===== config.mk =====
export PLATFORM = sky130hd
export DESIGN_NAME = dns_a_response_parser_flat
export DESIGN_NICKNAME = d
export VERILOG_FILES = /design/src/rtl/dnsa_pkg.sv /design/src/rtl/dnsa_if.sv /design/src/rtl/dnsa_front.sv /design/src/rtl/dnsa_queue.sv /design/src/rtl/dnsa_back.sv /design/src/rtl/dns_a_response_parser.sv /design/src/flat_wrapper.sv
export SDC_FILE = /design/constraint.sdc
export NUM_CORES = 1
export LEC_CHECK = 0
export BUFFER_PORTS_ARGS = -buffer_cell sky130_fd_sc_hd__buf_4
export CAP_MARGIN = 20
export CORE_MARGIN = 2
export CORE_UTILIZATION = 25
export DETAILED_ROUTE_END_ITERATION = 12
export SLEW_MARGIN = 20
export SYNTH_ARGS = -nofsm -noshare
export SYNTH_HDL_FRONTEND = slang
export SYNTH_HIERARCHICAL = 1
export SYNTH_SLANG_ARGS = --single-unit
export TNS_END_PERCENT = 30

===== constraint.sdc =====
create_clock -name clock -period 4.52 [get_ports clock]
set_input_delay 0.452 -clock clock [delete_from_list [all_inputs] [get_ports clock]]
set_output_delay 0.452 -clock clock [all_outputs]
set_load 0.01 [all_outputs]

===== src/rtl/dnsa_pkg.sv =====
package dnsa_pkg;

   // default sizing, overridden through the top level parameters
   localparam int MAX_ADDRESSES_DEF    = 4;
   localparam int MAX_PACKET_BYTES_DEF = 512;

   // queue between parser and result stage, power of two
   localparam int QUEUE_DEPTH = 4;
   localparam int QUEUE_PTR_W = $clog2(QUEUE_DEPTH);

   // dns framing
   localparam logic [15:0] HDR_BYTES       = 16'd12;
   localparam logic [15:0] ANCOUNT_HI_BYTE = 16'd6;
   localparam logic [15:0] ANCOUNT_LO_BYTE = 16'd7;
   localparam logic [15:0] TYPE_CLASS_END  = 16'd4;
   localparam logic [15:0] RDLENGTH_START  = 16'd8;
   localparam logic [15:0] RR_FIXED_BYTES  = 16'd10;
   localparam logic [15:0] ADDR_BYTES      = 16'd4;
   localparam logic [7:0]  PTR_MASK        = 8'hc0;
   localparam logic [31:0] TYPE_A_CLASS_IN = 32'h0001_0001;
   localparam logic [31:0] A_RDLENGTH      = 32'd4;

   // configuration
   localparam int          CSR_ADDR_W      = 3;
   localparam logic [9:0]  MIN_QUERY_LEN   = 10'd12;
   localparam logic [0:0]  REG_QUERY_LENGTH = 1'b0;

   // result kinds
   localparam logic KIND_ADDR   = 1'b0;
   localparam logic KIND_STATUS = 1'b1;

   typedef enum logic [1:0] {
      ST_OK,
      ST_TRUNC,
      ST_NOANS,
      ST_BADLEN
   } status_type;

   typedef enum logic [3:0] {
      PH_HEADER,
      PH_QSKIP,
      PH_NAME,
      PH_LABEL,
      PH_PTR,
      PH_RR,
      PH_ADDR,
      PH_RSKIP,
      PH_DONE
   } phase_type;

   // what one parsed request leaves for the result stage
   typedef struct packed {
      logic        has_addr;
      logic [31:0] addr;
      logic        has_status;
      status_type  status;
      logic [2:0]  count;
   } event_type;

endpackage


===== src/rtl/dnsa_if.sv =====
interface dnsa_req_if;
   logic       valid;
   logic       ready;
   logic [7:0] data_byte;
   logic       end_of_packet;

   modport source (output valid, data_byte, end_of_packet, input ready);
   modport sink   (input valid, data_byte, end_of_packet, output ready);
endinterface

interface dnsa_rsp_if;
   logic        valid;
   logic        ready;
   logic        result_kind;
   logic [31:0] ipv4_address;
   logic [1:0]  status;
   logic [2:0]  address_count;
   logic        last_result;

   modport source (output valid, result_kind, ipv4_address, status, address_count,
                   last_result, input ready);
   modport sink   (input valid, result_kind, ipv4_address, status, address_count,
                   last_result, output ready);
endinterface


===== src/rtl/dnsa_front.sv =====
module dnsa_front import dnsa_pkg::*; #(
   parameter int MAX_ADDRESSES    = MAX_ADDRESSES_DEF,
   parameter int MAX_PACKET_BYTES = MAX_PACKET_BYTES_DEF
) (
   input  logic       clock,
   input  logic       reset,
   input  logic [9:0] query_length,
   dnsa_req_if.sink   req_bus,
   input  logic       queue_full,
   output logic       push_valid,
   output event_type  push_data
);

   localparam int StoreW = $clog2(MAX_ADDRESSES + 1);
   localparam int PktW   = $clog2(MAX_PACKET_BYTES + 1);
   localparam logic [StoreW-1:0] StoreMax = StoreW'(MAX_ADDRESSES);
   localparam logic [PktW-1:0]   PktMax   = PktW'(MAX_PACKET_BYTES);

   phase_type         phase_ff, phase_in;
   logic [15:0]       cnt_ff, cnt_in;
   logic [15:0]       ans_ff, ans_in;
   logic [31:0]       shift_ff, shift_in;
   logic [31:0]       tc_ff, tc_in;
   logic [StoreW-1:0] stored_ff, stored_in;
   status_type        err_ff, err_in;
   logic              done_ff, done_in;
   logic [PktW-1:0]   pbytes_ff, pbytes_in;

   logic        accept;
   logic [7:0]  b;
   logic        eop;
   logic        fin;
   status_type  fin_err;
   logic        rec_fin;
   logic        emit;
   logic [31:0] addr_word;
   logic [15:0] ans_dec;
   logic [9:0]  ql_eff;
   status_type  eop_status;

   assign req_bus.ready = !queue_full;
   assign accept        = req_bus.valid && req_bus.ready;
   assign b             = req_bus.data_byte;
   assign eop           = req_bus.end_of_packet;
   assign ql_eff        = (query_length < MIN_QUERY_LEN) ? MIN_QUERY_LEN : query_length;

   always_comb begin
      phase_in  = phase_ff;
      cnt_in    = cnt_ff;
      ans_in    = ans_ff;
      shift_in  = shift_ff;
      tc_in     = tc_ff;
      stored_in = stored_ff;
      err_in    = err_ff;
      done_in   = done_ff;
      pbytes_in = pbytes_ff;
      fin       = 1'b0;
      fin_err   = ST_OK;
      rec_fin   = 1'b0;
      emit      = 1'b0;
      addr_word = {shift_ff[23:0], b};
      ans_dec   = ans_ff - 16'd1;

      if (!done_ff && pbytes_ff < PktMax) begin
         unique case (phase_ff)
            PH_HEADER: begin
               if (cnt_ff == ANCOUNT_HI_BYTE || cnt_ff == ANCOUNT_LO_BYTE) begin
                  ans_in = {ans_ff[7:0], b};
               end
               cnt_in = cnt_ff + 16'd1;
               if (cnt_in >= HDR_BYTES) begin
                  if (ans_in == 16'd0) begin
                     fin     = 1'b1;
                     fin_err = ST_NOANS;
                  end else begin
                     cnt_in   = {6'd0, ql_eff - MIN_QUERY_LEN};
                     phase_in = (ql_eff == MIN_QUERY_LEN) ? PH_NAME : PH_QSKIP;
                  end
               end
            end
            PH_QSKIP, PH_LABEL: begin
               cnt_in = cnt_ff - 16'd1;
               if (cnt_ff == 16'd1) begin
                  phase_in = PH_NAME;
               end
            end
            PH_NAME: begin
               if (b == 8'd0) begin
                  phase_in = PH_RR;
                  cnt_in   = 16'd0;
                  shift_in = 32'd0;
                  tc_in    = 32'd0;
               end else if ((b & PTR_MASK) == PTR_MASK) begin
                  phase_in = PH_PTR;
               end else begin
                  phase_in = PH_LABEL;
                  cnt_in   = {8'd0, b};
               end
            end
            PH_PTR: begin
               phase_in = PH_RR;
               cnt_in   = 16'd0;
               shift_in = 32'd0;
               tc_in    = 32'd0;
            end
            PH_RR: begin
               if (cnt_ff < TYPE_CLASS_END) begin
                  tc_in = {tc_ff[23:0], b};
               end else if (cnt_ff >= RDLENGTH_START) begin
                  shift_in = {16'd0, shift_ff[7:0], b};
               end
               cnt_in = cnt_ff + 16'd1;
               if (cnt_in >= RR_FIXED_BYTES) begin
                  if (tc_in == TYPE_A_CLASS_IN) begin
                     if (shift_in != A_RDLENGTH) begin
                        fin     = 1'b1;
                        fin_err = ST_BADLEN;
                     end else begin
                        phase_in = PH_ADDR;
                        cnt_in   = 16'd0;
                        shift_in = 32'd0;
                     end
                  end else if (shift_in == 32'd0) begin
                     rec_fin = 1'b1;
                  end else begin
                     phase_in = PH_RSKIP;
                     cnt_in   = shift_in[15:0];
                  end
               end
            end
            PH_ADDR: begin
               shift_in = addr_word;
               cnt_in   = cnt_ff + 16'd1;
               if (cnt_in >= ADDR_BYTES) begin
                  if (stored_ff < StoreMax) begin
                     stored_in = stored_ff + StoreW'(1);
                     emit      = 1'b1;
                  end
                  rec_fin = 1'b1;
               end
            end
            PH_RSKIP: begin
               cnt_in = cnt_ff - 16'd1;
               if (cnt_ff == 16'd1) begin
                  rec_fin = 1'b1;
               end
            end
            default: begin
            end
         endcase
      end

      // record done: next answer or end of parsing
      if (rec_fin) begin
         ans_in = ans_dec;
         if (ans_dec == 16'd0) begin
            fin     = 1'b1;
            fin_err = ST_OK;
         end else begin
            phase_in = PH_NAME;
         end
      end

      // first error sticks
      if (fin) begin
         if (err_ff == ST_OK) begin
            err_in = fin_err;
         end
         done_in  = 1'b1;
         phase_in = PH_DONE;
      end

      if (pbytes_ff < PktMax) begin
         pbytes_in = pbytes_ff + PktW'(1);
      end

      eop_status = (err_in == ST_OK && !done_in) ? ST_TRUNC : err_in;

      push_valid = accept && (emit || eop);
      push_data  = '{has_addr: emit, addr: addr_word, has_status: eop,
                     status: eop_status, count: 3'(stored_in)};

      // packet state back to idle after the status
      if (eop) begin
         phase_in  = PH_HEADER;
         cnt_in    = 16'd0;
         ans_in    = 16'd0;
         shift_in  = 32'd0;
         tc_in     = 32'd0;
         stored_in = '0;
         err_in    = ST_OK;
         done_in   = 1'b0;
         pbytes_in = '0;
      end
   end

   always_ff @(posedge clock) begin
      if (reset) begin
         phase_ff  <= PH_HEADER;
         cnt_ff    <= 16'd0;
         ans_ff    <= 16'd0;
         shift_ff  <= 32'd0;
         tc_ff     <= 32'd0;
         stored_ff <= '0;
         err_ff    <= ST_OK;
         done_ff   <= 1'b0;
         pbytes_ff <= '0;
      end else if (accept) begin
         phase_ff  <= phase_in;
         cnt_ff    <= cnt_in;
         ans_ff    <= ans_in;
         shift_ff  <= shift_in;
         tc_ff     <= tc_in;
         stored_ff <= stored_in;
         err_ff    <= err_in;
         done_ff   <= done_in;
         pbytes_ff <= pbytes_in;
      end
   end

endmodule


===== src/rtl/dnsa_queue.sv =====
module dnsa_queue import dnsa_pkg::*; (
   input  logic      clock,
   input  logic      reset,
   input  logic      push_valid,
   input  event_type push_data,
   output logic      full,
   input  logic      pop,
   output logic      head_valid,
   output event_type head
);

   event_type              mem_ff [QUEUE_DEPTH];
   logic [QUEUE_PTR_W-1:0] wr_ff, rd_ff;
   logic [QUEUE_PTR_W:0]   fill_ff, fill_in;

   assign full       = (fill_ff == (QUEUE_PTR_W + 1)'(QUEUE_DEPTH));
   assign head_valid = (fill_ff != '0);
   assign head       = mem_ff[rd_ff];

   always_comb begin
      fill_in = fill_ff;
      if (push_valid && !pop) begin
         fill_in = fill_ff + (QUEUE_PTR_W + 1)'(1);
      end else if (pop && !push_valid) begin
         fill_in = fill_ff - (QUEUE_PTR_W + 1)'(1);
      end
   end

   always_ff @(posedge clock) begin
      if (push_valid) begin
         mem_ff[wr_ff] <= push_data;
      end
   end

   always_ff @(posedge clock) begin
      if (reset) begin
         wr_ff   <= '0;
         rd_ff   <= '0;
         fill_ff <= '0;
      end else begin
         if (push_valid) begin
            wr_ff <= wr_ff + QUEUE_PTR_W'(1);
         end
         if (pop) begin
            rd_ff <= rd_ff + QUEUE_PTR_W'(1);
         end
         fill_ff <= fill_in;
      end
   end

endmodule


===== src/rtl/dnsa_back.sv =====
module dnsa_back import dnsa_pkg::*; (
   input  logic      clock,
   input  logic      reset,
   input  logic      head_valid,
   input  event_type head,
   output logic      pop,
   dnsa_rsp_if.source rsp_bus
);

   event_type cur_ff, cur_in;
   logic      take;
   logic      empty;
   logic      last_one;

   assign take     = rsp_bus.valid && rsp_bus.ready;
   assign empty    = !cur_ff.has_addr && !cur_ff.has_status;
   assign last_one = cur_ff.has_addr ^ cur_ff.has_status;
   assign pop      = head_valid && (empty || (take && last_one));

   always_comb begin
      cur_in = cur_ff;
      if (take) begin
         if (cur_ff.has_addr) begin
            cur_in.has_addr = 1'b0;
         end else begin
            cur_in.has_status = 1'b0;
         end
      end
      if (pop) begin
         cur_in = head;
      end
   end

   always_ff @(posedge clock) begin
      if (reset) begin
         cur_ff.has_addr   <= 1'b0;
         cur_ff.has_status <= 1'b0;
      end else begin
         cur_ff <= cur_in;
      end
   end

   // address item goes out ahead of the status item
   assign rsp_bus.valid         = !empty;
   assign rsp_bus.result_kind   = cur_ff.has_addr ? KIND_ADDR : KIND_STATUS;
   assign rsp_bus.ipv4_address  = cur_ff.has_addr ? cur_ff.addr : 32'd0;
   assign rsp_bus.status        = cur_ff.has_addr ? ST_OK : cur_ff.status;
   assign rsp_bus.address_count = cur_ff.count;
   assign rsp_bus.last_result   = !cur_ff.has_addr;

endmodule


===== src/rtl/dns_a_response_parser.sv =====
// path: the event of an accepted request byte is written into the queue, then
//   loaded into the result register that drives the result port
// throughput: one request per cycle while the queue is not full; a request
//   yielding an address and the final status puts two items on the port, and a
//   four-entry queue before the result register absorbs that and downstream stalls
// reset: synchronous, active high; clears parser state, queue and result valid,
//   and sets query_length to 12
module dns_a_response_parser import dnsa_pkg::*; #(
   parameter int MAX_ADDRESSES    = MAX_ADDRESSES_DEF,
   parameter int MAX_PACKET_BYTES = MAX_PACKET_BYTES_DEF
) (
   input  logic                  clock,
   input  logic                  reset,
   dnsa_req_if.sink              req_bus,
   dnsa_rsp_if.source            rsp_bus,
   input  logic                  psel,
   input  logic                  penable,
   input  logic                  pwrite,
   input  logic [CSR_ADDR_W-1:0] paddr,
   input  logic [31:0]           pwdata,
   output logic [31:0]           prdata,
   output logic                  pready
);

   // configuration register, write only while the parser is idle; the block does not enforce it
   logic [9:0] query_length_ff;
   logic       csr_write;
   logic [0:0] csr_index;

   assign pready    = 1'b1;
   assign csr_index = paddr[CSR_ADDR_W-1:2];
   assign csr_write = psel && penable && pwrite && pready;

   always_ff @(posedge clock) begin
      if (reset) begin
         query_length_ff <= MIN_QUERY_LEN;
      end else if (csr_write && csr_index == REG_QUERY_LENGTH) begin
         query_length_ff <= pwdata[9:0];
      end
   end

   // reads beyond the register list return zero
   assign prdata = (csr_index == REG_QUERY_LENGTH) ? {22'd0, query_length_ff} : 32'd0;

   // parser front end: one request byte per cycle while the queue is not full,
   // pushes an event when the byte completes a stored address or ends the packet
   logic      push_valid;
   event_type push_data;
   logic      queue_full;

   dnsa_front #(
      .MAX_ADDRESSES    (MAX_ADDRESSES),
      .MAX_PACKET_BYTES (MAX_PACKET_BYTES)
   ) u_front (
      .clock        (clock),
      .reset        (reset),
      .query_length (query_length_ff),
      .req_bus      (req_bus),
      .queue_full   (queue_full),
      .push_valid   (push_valid),
      .push_data    (push_data)
   );

   // event queue, lets the parser run on while results wait
   logic      pop;
   logic      head_valid;
   event_type head;

   dnsa_queue u_queue (
      .clock      (clock),
      .reset      (reset),
      .push_valid (push_valid),
      .push_data  (push_data),
      .full       (queue_full),
      .pop        (pop),
      .head_valid (head_valid),
      .head       (head)
   );

   // result stage: splits an event into its address and status items
   dnsa_back u_back (
      .clock      (clock),
      .reset      (reset),
      .head_valid (head_valid),
      .head       (head),
      .pop        (pop),
      .rsp_bus    (rsp_bus)
   );

endmodule


===== src/flat_wrapper.sv =====
// flat-port wrapper written by rule: the top's interface ports become plain ports
module dns_a_response_parser_flat import dnsa_pkg::*;
#(
   parameter int MAX_ADDRESSES    = MAX_ADDRESSES_DEF,
   parameter int MAX_PACKET_BYTES = MAX_PACKET_BYTES_DEF
)
  (clock, reset, psel, penable, pwrite, paddr, pwdata, prdata, pready, req_bus_valid, req_bus_data_byte, req_bus_end_of_packet, req_bus_ready, rsp_bus_valid, rsp_bus_result_kind, rsp_bus_ipv4_address, rsp_bus_status, rsp_bus_address_count, rsp_bus_last_result, rsp_bus_ready);
  dnsa_req_if req_bus_i ();
  dnsa_rsp_if rsp_bus_i ();
  input  logic clock;
  input  logic reset;
  input  logic psel;
  input  logic penable;
  input  logic pwrite;
  input  logic [CSR_ADDR_W-1:0] paddr;
  input  logic [31:0] pwdata;
  output logic [31:0] prdata;
  output logic pready;
  input wire logic [$bits(req_bus_i.valid)-1:0] req_bus_valid;
  input wire logic [$bits(req_bus_i.data_byte)-1:0] req_bus_data_byte;
  input wire logic [$bits(req_bus_i.end_of_packet)-1:0] req_bus_end_of_packet;
  output wire logic [$bits(req_bus_i.ready)-1:0] req_bus_ready;
  output wire logic [$bits(rsp_bus_i.valid)-1:0] rsp_bus_valid;
  output wire logic [$bits(rsp_bus_i.result_kind)-1:0] rsp_bus_result_kind;
  output wire logic [$bits(rsp_bus_i.ipv4_address)-1:0] rsp_bus_ipv4_address;
  output wire logic [$bits(rsp_bus_i.status)-1:0] rsp_bus_status;
  output wire logic [$bits(rsp_bus_i.address_count)-1:0] rsp_bus_address_count;
  output wire logic [$bits(rsp_bus_i.last_result)-1:0] rsp_bus_last_result;
  input wire logic [$bits(rsp_bus_i.ready)-1:0] rsp_bus_ready;
  assign req_bus_i.valid = req_bus_valid;
  assign req_bus_i.data_byte = req_bus_data_byte;
  assign req_bus_i.end_of_packet = req_bus_end_of_packet;
  assign req_bus_ready = req_bus_i.ready;
  assign rsp_bus_valid = rsp_bus_i.valid;
  assign rsp_bus_result_kind = rsp_bus_i.result_kind;
  assign rsp_bus_ipv4_address = rsp_bus_i.ipv4_address;
  assign rsp_bus_status = rsp_bus_i.status;
  assign rsp_bus_address_count = rsp_bus_i.address_count;
  assign rsp_bus_last_result = rsp_bus_i.last_result;
  assign rsp_bus_i.ready = rsp_bus_ready;
  dns_a_response_parser #(.MAX_ADDRESSES(MAX_ADDRESSES), .MAX_PACKET_BYTES(MAX_PACKET_BYTES)) u_core (.clock(clock), .reset(reset), .req_bus(req_bus_i), .rsp_bus(rsp_bus_i), .psel(psel), .penable(penable), .pwrite(pwrite), .paddr(paddr), .pwdata(pwdata), .prdata(prdata), .pready(pready));
endmodule

**After elaboration in Yosys (flattened, before gate mapping)**

Memory sizes are Yosys's and may differ from the RTL's. A register that Yosys moved wholly into a read port is not among the register bits.
Index checks and enable logic that the tools add are counted.

- Register bits after elaboration: 172
- Memory bits (writable): 156
- Output and inout bits: 74
- Logic and storage cells: 216
- Memories: 1

- Add/subtract/negate cells: 10
- Order comparisons: 8
- Eq/ne operators: 18
- Mux-type cells: 108
- Bitwise logic cells: 3
- Reduce and logical (&&, ||, !) cells: 50

Memory list:

| memory | words | bits a word | rd ports | clocked after Yosys merged registers in | wr ports | RTL line | text |
|---|---|---|---|---|---|---|---|
| u_core.u_queue.mem_ff | 4 | 39 | 1 | 1 | 1 | dnsa_queue.sv:12 | `event_type mem_ff [QUEUE_DEPTH];` |

Operator list:

| cell | count |
|---|---|
| $mux 32 | 16 |
| $mux 16 | 17 |
| $pmux 32 s4 | 1 |
| $pmux 16 s6 | 1 |
| $pmux 32 s3 | 1 |
| $ge 16x4->1 const B | 3 |
| $mux 4 | 12 |
| $mux 10 | 4 |
| $mux 39 | 1 |
| $eq 16x3->1 const B | 2 |
| $eq 32x17->1 const B | 1 |
| $logic_not 16->1 | 2 |
| $logic_not 32->1 | 1 |
| $mux 2 | 16 |
| $ne 32x3->1 const B | 1 |
| $sub 16x1->16 const B | 2 |
| $mux 3 | 9 |
| $mux 1 | 26 |
| $pmux 4 s5 | 1 |
| $add 16x1->16 const B | 1 |
| $eq 16x1->1 const B | 1 |
| $eq 4x3->1 const B | 4 |
| $ge 16x3->1 const B | 1 |
| $lt 16x3->1 const B | 1 |
| 37 further kinds | 72 |

**Logic depth before layout (Yosys ltp)**

Gate-level depths: netlist (run 1).

- Depth after elaboration: 18
- Depth in mapped cells: 16
- Mapped depth without buffers: 15

**By module**

Netlist (run 1), hierarchy kept.

Modules (own cells, without submodules):

| module | instances | cells each | area an instance (um2) |
|---|---|---|---|
| dnsa_front | 1 | 962 | 7440.9 |
| dnsa_queue | 1 | 247 | 6048.3 |
| dnsa_back | 1 | 93 | 1506.4 |
| dns_a_response_parser | 1 | 80 | 690.7 |

**Worst setup path before layout (run 1)**

OpenSTA, ideal clock, no wires.

- Path kind: reg-to-reg
- Start point: register u_core.u_front.cnt_ff[1]
- End point: memory u_core/u_queue/mem_ff[0][0] (netlist bit), enable pin
- Library setup time: 400 ps
- Arrival: 3451 ps
- Data required time: 4120 ps
- Path slack: 669 ps
- Cell stages (with the launch flop): 12
- Buffers on the path: 1
- Clock period less this slack: 3851 ps
- Path through: dfxtp_1 ha_1 nand4_4 nor3_4 a211o_1 a221oi_4 a31oi_1 nor2b_1 clkbuf_1 o21ai_0 inv_1 and2_1

- Word-level cells in the longest chain between the ends: 9

Ends and longest elaborated chain:

| item | RTL line | text |
|---|---|---|
| from (decl) | dnsa_front.sv:20 | `logic [15:0] cnt_ff, cnt_in;` |
| from (signal assigned) | dnsa_front.sv:210 | `cnt_ff <= cnt_in;` |
| $add 16x1->16 | dnsa_front.sv:133 | `cnt_in = cnt_ff + 16'd1;` |
| $ge 16x3->1 | dnsa_front.sv:134 | `if (cnt_in >= ADDR_BYTES) begin` |
| $mux 1 | dnsa_front.sv:134 |  |
| $mux 1 | dnsa_front.sv:65 | `unique case (phase_ff)` |
| $mux 1 | dnsa_front.sv:64 | `if (!done_ff && pbytes_ff < PktMax) begin` |
| named net u_core.u_front.emit | dnsa_front.sv:35 | `logic emit;` |
| $logic_or 1x1->1 | dnsa_front.sv:179 | `push_valid = accept && (emit \|\| eop);` |
| $logic_and 1x1->1 | dnsa_front.sv:179 |  |
| named net u_core.push_valid | dns_a_response_parser.sv:47 | `logic push_valid;` |
| $mux 1 | dnsa_queue.sv:30 | `if (push_valid) begin` |
| $mux 1 (not written as such) | dnsa_queue.sv:31 | `mem_ff[wr_ff] <= push_data;` |
| to (decl) | dnsa_queue.sv:12 |  |

The timed path passes the listed nets, and every way through them passes these cells.

==> results of run 1 <==
## state kept, by name (all words and copies together) (netlist names), named ones only
register and count:
u_core/u_queue/mem_ff 156, u_core/u_back/cur_ff 36, u_core/u_front/shift_ff 32, u_core/u_front/tc_ff 32, u_core/u_front/ans_ff 16, u_core/u_front/cnt_ff 16
u_core/query_length_ff 10, u_core/u_front/pbytes_ff 10, u_core/u_front/phase_ff 4, u_core/u_back/rsp_bus.address_count 3, u_core/u_front/stored_ff 3, u_core/u_queue/fill_ff 3
u_core/u_front/err_ff 2, u_core/u_queue/rd_ff 2, u_core/u_queue/wr_ff 2, u_core/u_front/done_ff 1
## cell usage after synthesis (all sizes together) (19+ instances only)
library cell  number  area [sq um]
a21oi             56           280
dfxtp            137          2740
nor3              41           233
o21ai             45           225
mux4              39           878
a22o              21           184
nand4             20           161
clkbuf            54           205
xnor2             28           245
inv               35           131
nand3             19           100
and2              41           259
mux2i             25           250
nor2             157           589
buf               87           639
nand2b            19           119
nand2             76           285
edfxtp           193          5800
a22oi             49           368
nor4              28           188
## cell families after synthesis
family / count (synthesis) / share of synthesized area (%)
and+or+nand+nor: 465 / 15.2
AOI/OAI and AO/OA: 282 / 12.9
other: 2 / 0.0479
xor gates and xnor gates: 45 / 2.51
buffers and inverters: 176 / 6.22
DFF: 330 / 54.4
adders and majority gates: 16 / 1.32
muxes: 66 / 7.34
## final cells by class
type	count	area, sq um
Multi-Input combinational cell	897	6290
Inverter	35	131
Tap cell	837	1050
Sequential cell	330	8540
Clock inverter	14	203
Fill cell	6259	43700
Timing Repair Buffer	107	836
Clock buffer	54	1050
## final timing paths
check | end | startpoint | depth (start not counted) | slack, ns
max | u_core/u_queue/fill_ff[2] | u_core/u_front/cnt_ff[3] | 14 | 0.53
min | u_core/query_length_ff[2] | pwdata[2] | 3 | 0.17
max reg2reg | u_core/u_queue/fill_ff[2] | u_core/u_front/cnt_ff[3] | 14 | 0.53
min reg2reg | u_core/u_front/shift_ff[29] | u_core/u_front/shift_ff[29] | 1 | 0.49
## stage by stage
step           power [uW]  setup WS (ns)  std cells  area [sq um]
3_5_place_dp         5820          0.596       2204         16800
4_1_cts              8910          0.538       2272         18100
5_1_grt              9240          0.215       2274         18100
6_report             8820          0.525       2274         18100
3_3_place_gp         5790          0.613       2203         16800
2_1_floorplan        5170          0.669       1403         15800
## power breakdown
part / switching, uW / total (uW) / internal [uW] / leakage [uW]
logic: 1230 / 2080 / 851 / 0.00278
clock network: 1200 / 3060 / 1860 / 0.000614
registers: 199 / 3680 / 3480 / 0.00298
## cells in the final DEF (no fill, tap or decap), drive strengths merged, types with 5 or more instances in the layout
cell / netlist / final
a211oi: 6 / 6
a21oi: 56 / 56
a221o: 12 / 12
a221oi: 7 / 7
a22o: 21 / 21
a22oi: 49 / 49
a31oi: 15 / 15
and2: 41 / 41
and3: 9 / 9
and4: 7 / 7
buf: 87 / 107
clkbuf: 54 / 54
clkinv: 0 / 8
conb: 2 / 23
dfxtp: 137 / 137
edfxtp: 193 / 193
ha: 15 / 15
inv: 35 / 37
mux2i: 25 / 25
mux4: 39 / 39
nand2: 76 / 76
nand2b: 19 / 19
nand3: 19 / 19
nand4: 20 / 20
nor2: 157 / 157
nor2b: 18 / 18
nor3: 41 / 41
nor4: 28 / 28
o211a: 5 / 5
o21a: 7 / 7
o21ai: 45 / 45
o22ai: 7 / 7
o31ai: 5 / 5
or2: 6 / 6
or3: 11 / 11
xnor2: 28 / 28
xor2: 17 / 17
## per-layer routing
layer  share of wire (%)  vias up  wire length, microns
li1                    -     5136                     -
met1                  44     5457                 17800
met2                  48      338                 19600
met3                 5.7       59                  2290
met4                 1.9        0                   787
met5                   0        -                     0
## worst reg2reg max path, cell delays in order, from the launching register on
cell	delay (ns)
sky130_fd_sc_hd__dfxtp_1	0.64
sky130_fd_sc_hd__nand4_4	0.24
sky130_fd_sc_hd__nor3_4	0.35
sky130_fd_sc_hd__nand4_2	0.20
sky130_fd_sc_hd__a221oi_4	0.35
sky130_fd_sc_hd__a31oi_1	0.21
sky130_fd_sc_hd__nor2b_1	0.20
sky130_fd_sc_hd__o21ai_0	0.36
sky130_fd_sc_hd__inv_1	0.25
sky130_fd_sc_hd__ha_1	0.28
sky130_fd_sc_hd__inv_1	0.09
sky130_fd_sc_hd__fa_1	0.19
sky130_fd_sc_hd__xor2_1	0.08
sky130_fd_sc_hd__or3_1	0.31
sky130_fd_sc_hd__a21oi_1	0.14
==> results list, run 1 <==
* Final weighted congestion of routability-driven global placement: 0.892
* Final core area utilization: 29.3%
* Combined global-route utilization of all metal layers: 12.4%
* CTS buffer count: 37
- The routed layout has 10990 vias.
* Grt peak-use layer: met2
- After detailed routing, the total wire length is 40500 microns.
- Minimum clock period: 3.99 ns
- Port Buffers: 77
* Cell count after synthesis: between 1000 and 1500
- Hold is met by 0.169 ns.
- Max Slew Vio Count: 0
- Clk Tree Root Cell: sky130_fd_sc_hd__clkbuf_16
- CTS saw 330 sinks.
- Number of flip-flops and latches in the synthesized netlist: 330
- Dividing total power by cell area gives a power density of 487 mW/mm^2.
- The number of hold violations in the final report is 0.
- Counting both buffers and inverters, the worst setup path holds a total of 2.
- Actual transition at the worst max-transition pin: 1.08 ns
- Portion of the clock cycle consumed by the worst path in the final layout: 88.4%
* Total of hold buffers inserted after clock tree synthesis: 0
- The number of setup buffers added after CTS is 0.
* Worst-path cell chain: nand4_4 -> nor3_4 -> nand4_2 -> a221oi_4 -> a31oi_1 -> nor2b_1 -> o21ai_0 -> inv_1 -> ha_1 -> inv_1 -> fa_1 -> xor2_1 -> or3_1 -> a21oi_1
- The worst setup path is of the flop to flop kind.
- Critical path capture point type: flop
* Starting utilization of the core area: 25.4%
- LEAKAGE: between 0.006 and 0.007 uW
- The floorplan step set the die height to around 250 microns.
* Number of synthesized flops with an enable pin: slightly below 200
- Count of yosys warnings during synthesis: 6
- TritonCTS built the clock tree.
* Critical Path RT: approximately 5.0 ns
- IR analysis of the VDD net gives a maximum drop of 0.258 mV.
- Global routing used approximately a fifth of the available met2 tracks.
- Global-route wire length before repair: a little over 60000 microns
- Stage delay of the slowest cell on the critical path: 0.64 ns
* Layout area overhead: 15.4%
* Die area: 0.0648 sq mm
- Detailed Routing Iterations Pass 1: 5
- Iter 0 DRT Violations: between 900 and 1000
- Hold Path Class: input port to flop
* Met1 usage: between 15 and 20%
- Met3 track utilization from global routing: 2.06%
- Top_reg_cell synth: sky130_fd_sc_hd__edfxtp_1
- Mapped Area: 0.0157 sq mm
- Skew final: between 0.02 and 0.03 ns
- Setup repair after global routing left no endpoint under its margin.
- Routed len/inst: 17.8 microns
- Ratio of cells with drive above 1 in the final layout: between 10% and 20%
- Max-cap violations in this run came to 0.
- Number of library cell types mapped by synthesis: 86
* Most used cell, CP: sky130_fd_sc_hd__inv_1
- The detail route stage leaves a number of antenna-violating nets equal to 0.
* Maximum number of pins on one net before global-route repair: 53
- # DRC: 0
* Family with the most delay on the worst path: simple AND/OR/NAND/NOR gates
* Vias in the first global route: approximately 11000
* Kind of start point of the critical path: flop
* Average size of a mapped cell: 11.4 sq um
* I/O pin total: 125
* Antenna violations before repair: 0
- Fin nets: 1475
- Number of diodes added for antenna fixing: 0
- Based on the critical path, the design can be clocked at up to between 0.2 and 0.3 GHz.
- Placeable core region: 0.0618 sq mm
* Clock slew at the register clock pins of the worst setup and hold paths: about 0.06 ns
* DR vias/cell: 4.83
* H-tree Lvls: 2
* GRT overflow: 0
- Counting flops with an async set or reset pin after synthesis yields a share of 0%.
- Clock insertion delay at the later pin of the skew report: around 0.55 ns
- Summing the sequential cell areas from Yosys gives 54.4% of the chip area.
- In the final timing run, aggregate negative setup slack is 0 ns.
* CTS-repair resized insts: 0
* Site row count: 91
- Setup violations remaining at the end of the flow were counted as 0.
* Worst-path cell with the longest stage delay: sky130_fd_sc_hd__dfxtp_1
- Worst Path Max Fanout: 11
- Data arrival time at the worst-slack endpoint: 4.45 ns
- Detailed placement finished with a half-perimeter wire length of 28100 microns.
- The die is approximately 250 microns wide.
- The run finished with clean final reports.
- In this run the deepest clock path goes through 3 buffers.
* Max-Slew Margin vs Limit: between 20% and 30%
(Power assumes the default switching activity.)
==> inputs of run 2 (changes only) <==
--- a/config.mk
+++ b/config.mk
@@ -10,9 +10,9 @@
 export CORE_MARGIN = 2
 export CORE_UTILIZATION = 25
+export CTS_CLUSTER_DIAMETER = 40
 export DETAILED_ROUTE_END_ITERATION = 12
 export SLEW_MARGIN = 20
 export SYNTH_ARGS = -nofsm -noshare
 export SYNTH_HDL_FRONTEND = slang
-export SYNTH_HIERARCHICAL = 1
 export SYNTH_SLANG_ARGS = --single-unit
 export TNS_END_PERCENT = 30
==> constraint.sdc (replaced) <==
create_clock -name clock -period 4.52 [get_ports clock]
set_input_delay 0.904 -clock clock [delete_from_list [all_inputs] [get_ports clock]]
set_output_delay 0.904 -clock clock [all_outputs]
set_load 0.01 [all_outputs]
==> results list, run 2 <==
- The type of element launching the critical path is a flop (unchanged).
- Flip-flop count of the largest register, all copies and words added: 156 (unchanged)
* Average size of a mapped cell: 11.2 sq um (was 11.4 sq um)
* Power density of the placed cells: 460 mW/mm^2 (was 487 mW/mm^2)
- Count of yosys warnings during synthesis: 0 (was 6)
- Final TNS setup: 0 ns (unchanged)
- FF-to-FF Start: u_core.u_front.cnt_ff[4] (was u_core/u_front/cnt_ff[3])
* Unrepaired setup endpoints after global routing: no (unchanged)
- Clock insertion delay at the later pin of the skew report: 0.60 ns (was 0.55 ns)
- Layout area overhead: 21.3% (was 15.4%)
- The slack of the critical path was 0.744 ns (was 0.525 ns).
- Cell accounting for the most synthesized area: sky130_fd_sc_hd__edfxtp_1 (unchanged)
- Worst-path cell chain: nand4_1 -> nor3_1 -> xor2_1 -> or4_1 -> buf_4 -> o31ai_1 -> o32a_1 -> o21ai_0 -> o31ai_1 (was nand4_4 -> nor3_4 -> nand4_2 -> a221oi_4 -> a31oi_1 -> nor2b_1 -> o21ai_0 -> inv_1 -> ha_1 -> inv_1 -> fa_1 -> xor2_1 -> or3_1 -> a21oi_1)
- The overall die height came to 254 microns (about the same).
- The dominant register cell in the synthesized netlist is sky130_fd_sc_hd__edfxtp_1 (unchanged).
- The total of hold buffers inserted after clock tree synthesis is 0 (unchanged).
* Launch point of the critical path: u_core.u_front.cnt_ff[4] (was u_core/u_front/cnt_ff[3])
* Number of clock sinks: 330 (unchanged)
* Portion of the clock cycle consumed by the worst path in the final layout: 83.5% (was 88.4%)
- The total iterations of the first detailed-routing run was 5 (unchanged).
- The library cell contributing the largest single delay on the critical path is sky130_fd_sc_hd__or4_1 (was sky130_fd_sc_hd__dfxtp_1).
- Cell count after synthesis: 1388 (was 1382)
- Die width: 254 microns (about the same)
- Cell depth of the worst hold path: 1 (was 3)
- Type of the setup path with the least slack: flop to flop (unchanged)
- The number of antenna violations at the first check in global routing came to 1 (was 0).
* DR vias/cell: 4.90 (was 4.83)
- The critical path depth came to 9 (was 14).
- Register with the highest flop count: u_core.u_queue.mem_ff (was u_core/u_queue/mem_ff)
- The kind of path behind the tightest hold check is flop to flop (was input port to flop).
- Port Buffers: 77 (unchanged)
- Clock slew at the register clock pins of the worst setup and hold paths: 0.06 ns (about the same)
- GRT overflow: 0 (unchanged)
* Ratio of cells with drive above 1 in the final layout: 19.6% (was 16.5%)
- Top library cells by usage in the layout, fill and taps aside: sky130_fd_sc_hd__edfxtp_1, sky130_fd_sc_hd__dfxtp_1, sky130_fd_sc_hd__nor2_1 (was sky130_fd_sc_hd__edfxtp_1, sky130_fd_sc_hd__nor2_1, sky130_fd_sc_hd__dfxtp_1)
- The aggregate routed wire length came to 41800 microns (was 40500 microns).
- The count of max-cap constraint violations was 0 (unchanged).
- Top flop regs: u_core.u_queue.mem_ff: 156 flops, u_core.u_back.cur_ff: 36 flops (was u_core/u_queue/mem_ff: 156 flops, u_core/u_back/cur_ff: 36 flops).
* Combined global-route utilization of all metal layers: 12.8% (was 12.4%)
* Site row count: 91 (unchanged)
- Max-Slew Margin vs Limit: 28.7% (was 28.3%)
- Placeable core region: 0.0617 sq mm (was 0.0618 sq mm)
- Number of standard cells in the final layout excluding fillers: 2346 (was 2274)
* Buffers inserted during post-CTS setup optimization: 0 (unchanged)
- Hold violation count in the final report: 0 (unchanged)
- The post-route minimum period came to 3.78 ns (was 3.99 ns).
* Clk Tree Root Cell: sky130_fd_sc_hd__clkbuf_16 (unchanged)
- CTS tree: built (unchanged)
* Upper clock frequency limit: 0.265 GHz (was 0.250 GHz)
- Most frequent cell after synthesis: sky130_fd_sc_hd__edfxtp_1 (unchanged)
* VDD IR max: 0.306 mV (was 0.258 mV)
* Startpoint of the lowest-slack hold path: u_core.u_front.shift_ff[31] (was pwdata[2])
* I/O pin total: 125 (unchanged)
- Critical Path RT: 4.84 ns (was 4.98 ns)
- Portion of the post-synthesis area used by sequential elements: 54.7% (was 54.4%)
* CTS buffer count: 49 (was 37)
- The buffer and inverter count on the worst path came to 1 (was 2).
- Most used cell, CP: sky130_fd_sc_hd__o31ai_1 (was sky130_fd_sc_hd__inv_1)
- The count of cells resized by post-cts repair came to 0 (unchanged).
- The count of cell types in the netlist is 87 (was 86).
- Family with the most delay on the worst path: compound AO/OA/AOI/OAI gates (was simple AND/OR/NAND/NOR gates)
- H-tree Lvls: 2 (unchanged)
- Number of flip-flops and latches in the synthesized netlist: 330 (unchanged)
* Die area: 0.0644 sq mm (was 0.0648 sq mm)
* Iter 0 DRT Violations: 940 (was 953)
- The worst reg-to-reg path cell count was 9 (was 14).
- The final cell utilization of the core was 30.7% (was 29.3%).
- Worst setup timing slack at the placement stage: 0.425 ns (was 0.596 ns)
* Final weighted congestion of routability-driven global placement: 0.896 (was 0.892)
- LEAKAGE: 0.00669 uW (was 0.00638 uW)
- Critical path capture point type: flop (unchanged)
* Cell count after placement: 2252 (was 2204)
- Skew final: 0.0384 ns (was 0.0256 ns)
- Worst Path Max Fanout: 12 (was 11)
* Share of the synthesized area in the top cell type: 37.1% (was 36.9%)
* Async S/R FF share, synth: 0% (unchanged)
- The number of max-slew violations in the final report was 0 (unchanged).
- Mapped Area: 0.0156 sq mm (was 0.0157 sq mm)
- The total via count after detailed routing came to 11489 (was 10990).
* Run status: complete, no violations (unchanged)
- Cells taking the most area after synthesis: sky130_fd_sc_hd__edfxtp_1, sky130_fd_sc_hd__dfxtp_1, sky130_fd_sc_hd__mux4_2, sky130_fd_sc_hd__nor2_1, sky130_fd_sc_hd__a22oi_1 (was sky130_fd_sc_hd__edfxtp_1, sky130_fd_sc_hd__dfxtp_1, sky130_fd_sc_hd__mux4_2, sky130_fd_sc_hd__nor2_1, sky130_fd_sc_hd__buf_4)
* Detailed-placement wirelength estimate: 28300 microns (was 28100 microns)
* Endpoints failing setup: 0 (unchanged)
- # DRC: 0 (unchanged)
- The maximum number of pins on one net before global-route repair was 65 (was 53).
- Remaining antenna violation count: 0 (unchanged)
- Most common library cell in the layout ignoring fill and taps: sky130_fd_sc_hd__edfxtp_1 (unchanged)
- Actual transition at the worst max-transition pin: 1.07 ns (was 1.08 ns)
- Number of synthesized flops with an enable pin: 193 (unchanged)
- The number of buffers on the longest clock path came to 3 (unchanged).
- Fin nets: 1535 (was 1475)
- The average wire per cell in the routed design is 17.8 microns (about the same).
* Post-synth top cells: sky130_fd_sc_hd__edfxtp_1, sky130_fd_sc_hd__dfxtp_1, sky130_fd_sc_hd__nor2_1, sky130_fd_sc_hd__nand2_1, sky130_fd_sc_hd__clkbuf_1 (was sky130_fd_sc_hd__edfxtp_1, sky130_fd_sc_hd__nor2_1, sky130_fd_sc_hd__dfxtp_1, sky130_fd_sc_hd__nand2_1, sky130_fd_sc_hd__buf_4)
- The via count of the first global-routing pass is 11154 (was 10713).
- Data arrival time at the worst-slack endpoint: 4.10 ns (was 4.45 ns)
- The global-route wire length before repair was 64200 microns (was 62400 microns).
- The delay of the slowest critical-path stage came to 0.58 ns (was 0.64 ns).
* Starting utilization of the core area: 25.3% (was 25.4%)
==> run 2: cell types whose count changed in the layout (fill, tap and decap cells not counted), moves of 13 or more <==
cell / before / now
sky130_fd_sc_hd__buf_4: 104 / 122
sky130_fd_sc_hd__nand2_1: 76 / 99
sky130_fd_sc_hd__nor2_1: 157 / 130
sky130_fd_sc_hd__a22oi_1: 49 / 62
==> run 2: per-layer routing <==
layer,global-route usage [%],wire length [microns],vias to the layer above,part of all wire [%]
met4,5.08,1200,2,2.9
met3,2.55,2510,79,6.0
met2,21.5,20200,388,48
met1,16.0,17800,5653,43
li1,-,-,5367,-
met5,0,12,-,0.029
==> run 2: worst paths after layout <==
check | slack, ns | to
worst max-delay path | 0.74 | u_core.u_queue.mem_ff[2][3]
worst max register to register | 0.74 | u_core.u_queue.mem_ff[2][3]
worst min register to register | 0.48 | u_core.u_front.shift_ff[31]
worst min-delay path | 0.48 | u_core.u_front.shift_ff[31]
==> run 2: kinds of logic (layout without fill, tap and decap cells) <==
| group | Yosys count | after routing | share of synthesized area, % |
|---|---|---|---|
| muxes | 64 | 64 | 7.26 |
| AOI/OAI and AO/OA | 331 | 331 | 15.3 |
| buffers and inverters | 147 | 246 | 4.37 |
| DFF | 330 | 330 | 54.7 |
| other | 2 | 24 | 0.0481 |
| and+or+nand+nor | 461 | 461 | 14.9 |
| xor gates and xnor gates | 37 | 37 | 2.08 |
| adders and majority gates | 16 | 16 | 1.33 |
==> run 2: cell type report <==
type	count	area, sq um
Antenna cell	1	2.50
Fill cell	6264	42800
Multi-Input combinational cell	932	6490
Sequential cell	330	8540
Tap cell	837	1050
Clock buffer	53	1250
Timing Repair Buffer	128	1030
Clock inverter	38	473
Inverter	27	101
==> run 2: worst reg2reg max path, stage by stage, from the launching register on <==
cell and delay, ns:
sky130_fd_sc_hd__dfxtp_1 0.54, sky130_fd_sc_hd__nand4_1 0.29, sky130_fd_sc_hd__nor3_1 0.30, sky130_fd_sc_hd__xor2_1 0.13, sky130_fd_sc_hd__or4_1 0.58, sky130_fd_sc_hd__buf_4 0.20, sky130_fd_sc_hd__o31ai_1 0.36, sky130_fd_sc_hd__o32a_1 0.37
sky130_fd_sc_hd__o21ai_0 0.25, sky130_fd_sc_hd__o31ai_1 0.51
==> run 2: per-stage QoR <==
| stage | total power (uW) | instance area, sq um | hold slack (ns) |
|---|---|---|---|
| 3_3_place_gp | 4830 | 17200 | 0.464 |
| 4_1_cts | 8820 | 18900 | 0.485 |
| 5_1_grt | 9070 | 18900 | 0.496 |
| 6_report | 8710 | 18900 | 0.481 |
| 2_1_floorplan | 4390 | 15700 | 0.450 |
| 3_5_place_dp | 4860 | 17200 | 0.468 |
==> run 2: report_power, final <==
group / internal [uW] / total (uW) / leakage (uW) / switching, uW
Clock: 2450 / 3930 / 0.000845 / 1480
Combinational: 565 / 1210 / 0.00298 / 646
Sequential: 3430 / 3570 / 0.00287 / 139
==> inputs of run 3 (changes only) <==
Clock period 4.52 ns to 3.05 ns, I/O delays scaled along.
==> results list, run 3 (synthesis results as in run 2) <==
- Run status: finished with violations (was complete, no violations)
- Failing checks: negative setup slack
- The fraction of met2 tracks used by global routing came to 22.6% (was 21.5%).
- Overall die height: 254 microns (unchanged)
* Max-Slew Margin vs Limit: 30.3% (was 28.7%)
- Top flop regs: u_core.u_queue.mem_ff: 156 flops, u_core.u_back.cur_ff: 36 flops (unchanged).
- Iter 0 DRT Violations: 789 (was 940)
- Clock slew at the register clock pins of the worst setup and hold paths: 0.05 ns (was 0.06 ns)
- The type of element launching the critical path was a flop (unchanged).
- CTS tree: built (unchanged)
- The aggregate routed wire length was 45400 microns (was 41800 microns).
- The via count of the first global-routing pass came to 11885 (was 11154).
* GRT overflow: 0 (unchanged)
* Portion of the clock cycle consumed by the worst path in the final layout: 107% (was 83.5%)
- The standard cell core area came to 0.0617 sq mm (unchanged).
* Total of hold buffers inserted after clock tree synthesis: 0 (unchanged)
- Max Slew Vio Count: 0 (unchanged)
* Starting utilization of the core area: 25.3% (unchanged)
- The number of buffers created by CTS came to 46 (was 49).
- Global-route wire length before repair: 68000 microns (was 64200 microns)
- The count of inserted antenna diode cells was 0 (was 1).
* Unrepaired setup endpoints after global routing: yes (was no)
* Endpoints failing setup: 87 (was 0)
- Ratio of cells with drive above 1 in the final layout: 33.1% (was 19.6%)
* Layout area overhead: 33.4% (was 21.3%)
* Grt peak-use layer: met2 (unchanged)
- Max_cap viols: 0 (unchanged)
* Pwr Total: 12500 uW (was 8710 uW)
- The final cell utilization of the core was 33.7% (was 30.7%).
- H-tree Lvls: 2 (unchanged)
* Clock tree buffer depth: 3 (unchanged)
- Die area: 0.0644 sq mm (unchanged)
* Data arrival time at the worst-slack endpoint: 3.75 ns (was 4.10 ns)
- Remaining antenna violation count: 0 (unchanged)
- Combined global-route utilization of all metal layers: 13.6% (was 12.8%)
- The maximum fanout encountered on the critical timing path is 3 (was 12).
- Detailed-route via count: 12241 (was 11489)
* Detailed-placement wirelength estimate: 31400 microns (was 28300 microns)
- The placement-stage cell area is 0.0184 sq mm (was 0.0172 sq mm).
* Site row count: 91 (unchanged)
- The number of flip-flops under the largest register name is 156 (unchanged).
- Port Buffers: 77 (unchanged)
- Clk Tree Root Cell: sky130_fd_sc_hd__clkbuf_16 (unchanged)
* Min setup slack post-route: -0.208 ns (was 0.744 ns)
- Top library cells by usage in the layout, fill and taps aside: sky130_fd_sc_hd__buf_4, sky130_fd_sc_hd__edfxtp_1, sky130_fd_sc_hd__nor2_1 (was sky130_fd_sc_hd__edfxtp_1, sky130_fd_sc_hd__dfxtp_1, sky130_fd_sc_hd__nor2_1)
- Type of the setup path with the least slack: flop to flop (unchanged)
* Fin nets: 1707 (was 1535)
- Hold violation count in the final report: 0 (unchanged)
* Upper clock frequency limit: 0.307 GHz (was 0.265 GHz)
- Die width: 254 microns (unchanged)
- Minimum clock period: 3.26 ns (was 3.78 ns)
- The maximum VDD drop came to 0.375 mV (was 0.306 mV).
- Setup slack of the worst register-to-register path: -0.21 ns (was 0.74 ns)
- The average wire per cell in the routed design is 18.1 microns (was 17.8 microns).
* Skew final: 0.0367 ns (was 0.0384 ns)
- Maximum number of pins on one net before global-route repair: 56 (was 65)
- The mean number of vias per cell was 4.87 (was 4.90).
* Power density of the placed cells: 599 mW/mm^2 (was 460 mW/mm^2)
- Critical Path RT: 3.54 ns (was 4.84 ns)
- The met1 usage is 17.1% (was 16.0%).
- # DRC: 0 (unchanged)
* Critical path capture point type: flop (unchanged)
- The routing usage on met3 came to 2.85% (was 2.55%).
- The static leakage power was 0.00767 uW (was 0.00669 uW).
- The clock sink count was 330 (unchanged).
- The top register by number of flip-flops is u_core.u_queue.mem_ff (unchanged).
- Final-layout worst hold slack: 0.271 ns (was 0.481 ns)
- Most common library cell in the layout ignoring fill and taps: sky130_fd_sc_hd__buf_4 (was sky130_fd_sc_hd__edfxtp_1)
* Cell area after layout: 0.0208 sq mm (was 0.0189 sq mm)
- The transition time of the tightest slew-check pin came to 1.04 ns (was 1.07 ns).
- Antenna violations before repair: 3 (was 1)
- I/O pin total: 125 (unchanged)
- Clock insertion delay at the later pin of the skew report: 0.58 ns (was 0.60 ns)
* Detailed Routing Iterations Pass 1: 5 (unchanged)
- Hold Path Class: input port to flop (was flop to flop)
- Final weighted congestion of routability-driven global placement: 0.920 (was 0.896)
[run 3: worst max-delay path: stages, from the launching register on]
cell and delay, ns:
sky130_fd_sc_hd__dfxtp_2 0.35, sky130_fd_sc_hd__nand3_2 0.10, sky130_fd_sc_hd__or4_4 0.58, sky130_fd_sc_hd__mux2i_4 0.22, sky130_fd_sc_hd__or3_4 0.35, sky130_fd_sc_hd__o31ai_4 0.33, sky130_fd_sc_hd__nor4_4 0.07, sky130_fd_sc_hd__o21ai_2 0.19
sky130_fd_sc_hd__inv_2 0.07, sky130_fd_sc_hd__ha_4 0.16, sky130_fd_sc_hd__inv_2 0.05, sky130_fd_sc_hd__fa_2 0.19, sky130_fd_sc_hd__xor2_1 0.07, sky130_fd_sc_hd__or3_1 0.31, sky130_fd_sc_hd__a21oi_1 0.12
[run 3: cell type report]
class	instances	area, sq um
multi-input combinational	934	7070
sequential	330	8560
fill	6134	40900
timing repair buffer	301	2490
inverter	27	101
tap	837	1050
clock buffer	56	1290
clock inverter	30	258
[run 3: power breakdown]
| group | switching [uW] | internal [uW] | leakage, uW |
|---|---|---|---|
| Clock | 2090 | 3150 | 0.000747 |
| Sequential | 155 | 5080 | 0.00294 |
| Combinational | 1060 | 930 | 0.00398 |
| Total | 3310 | 9160 | 0.00767 |
[run 3: final timing paths]
| path | startpoint | endpoint | cells after the start |
|---|---|---|---|
| worst max-delay path | u_core.u_front.cnt_ff[4] | u_core.u_queue.fill_ff[2] | 14 |
| worst min-delay path | pwdata[3] | u_core.query_length_ff[3] | 3 |
| worst max register to register | u_core.u_front.cnt_ff[4] | u_core.u_queue.fill_ff[2] | 14 |
| worst min register to register | u_core.u_back.cur_ff[5] | u_core.u_back.cur_ff[5] | 2 |
[run 3: through the flow]
stage | std cells | setup slack [ns] | TNS [ns]
floorplan | 1409 | -0.463 | -29.36
global placement | 2393 | -0.325 | -25.07
detailed placement | 2394 | -0.382 | -33.94
CTS | 2498 | -0.169 | -0.713
global route | 2515 | -0.308 | -12.19
finish | 2515 | -0.208 | -2.43
[run 3: per-layer routing]
layer	share of wire, %	vias up	routed length [microns]
met4	3.2	6	1450
met2	49	296	22100
met3	5.1	98	2300
met5	0.075	-	34
li1	-	5727	-
met1	43	6114	19500
[run 3: timing repair]
| action | CTS | global route |
|---|---|---|
| pin swaps | 36 | 50 |
| gates resized for setup | 65 | 86 |
| setup endpoints to repair | 231 | 238 |
| setup buffers | 17 | 15 |
| gates cloned | 1 | 3 |
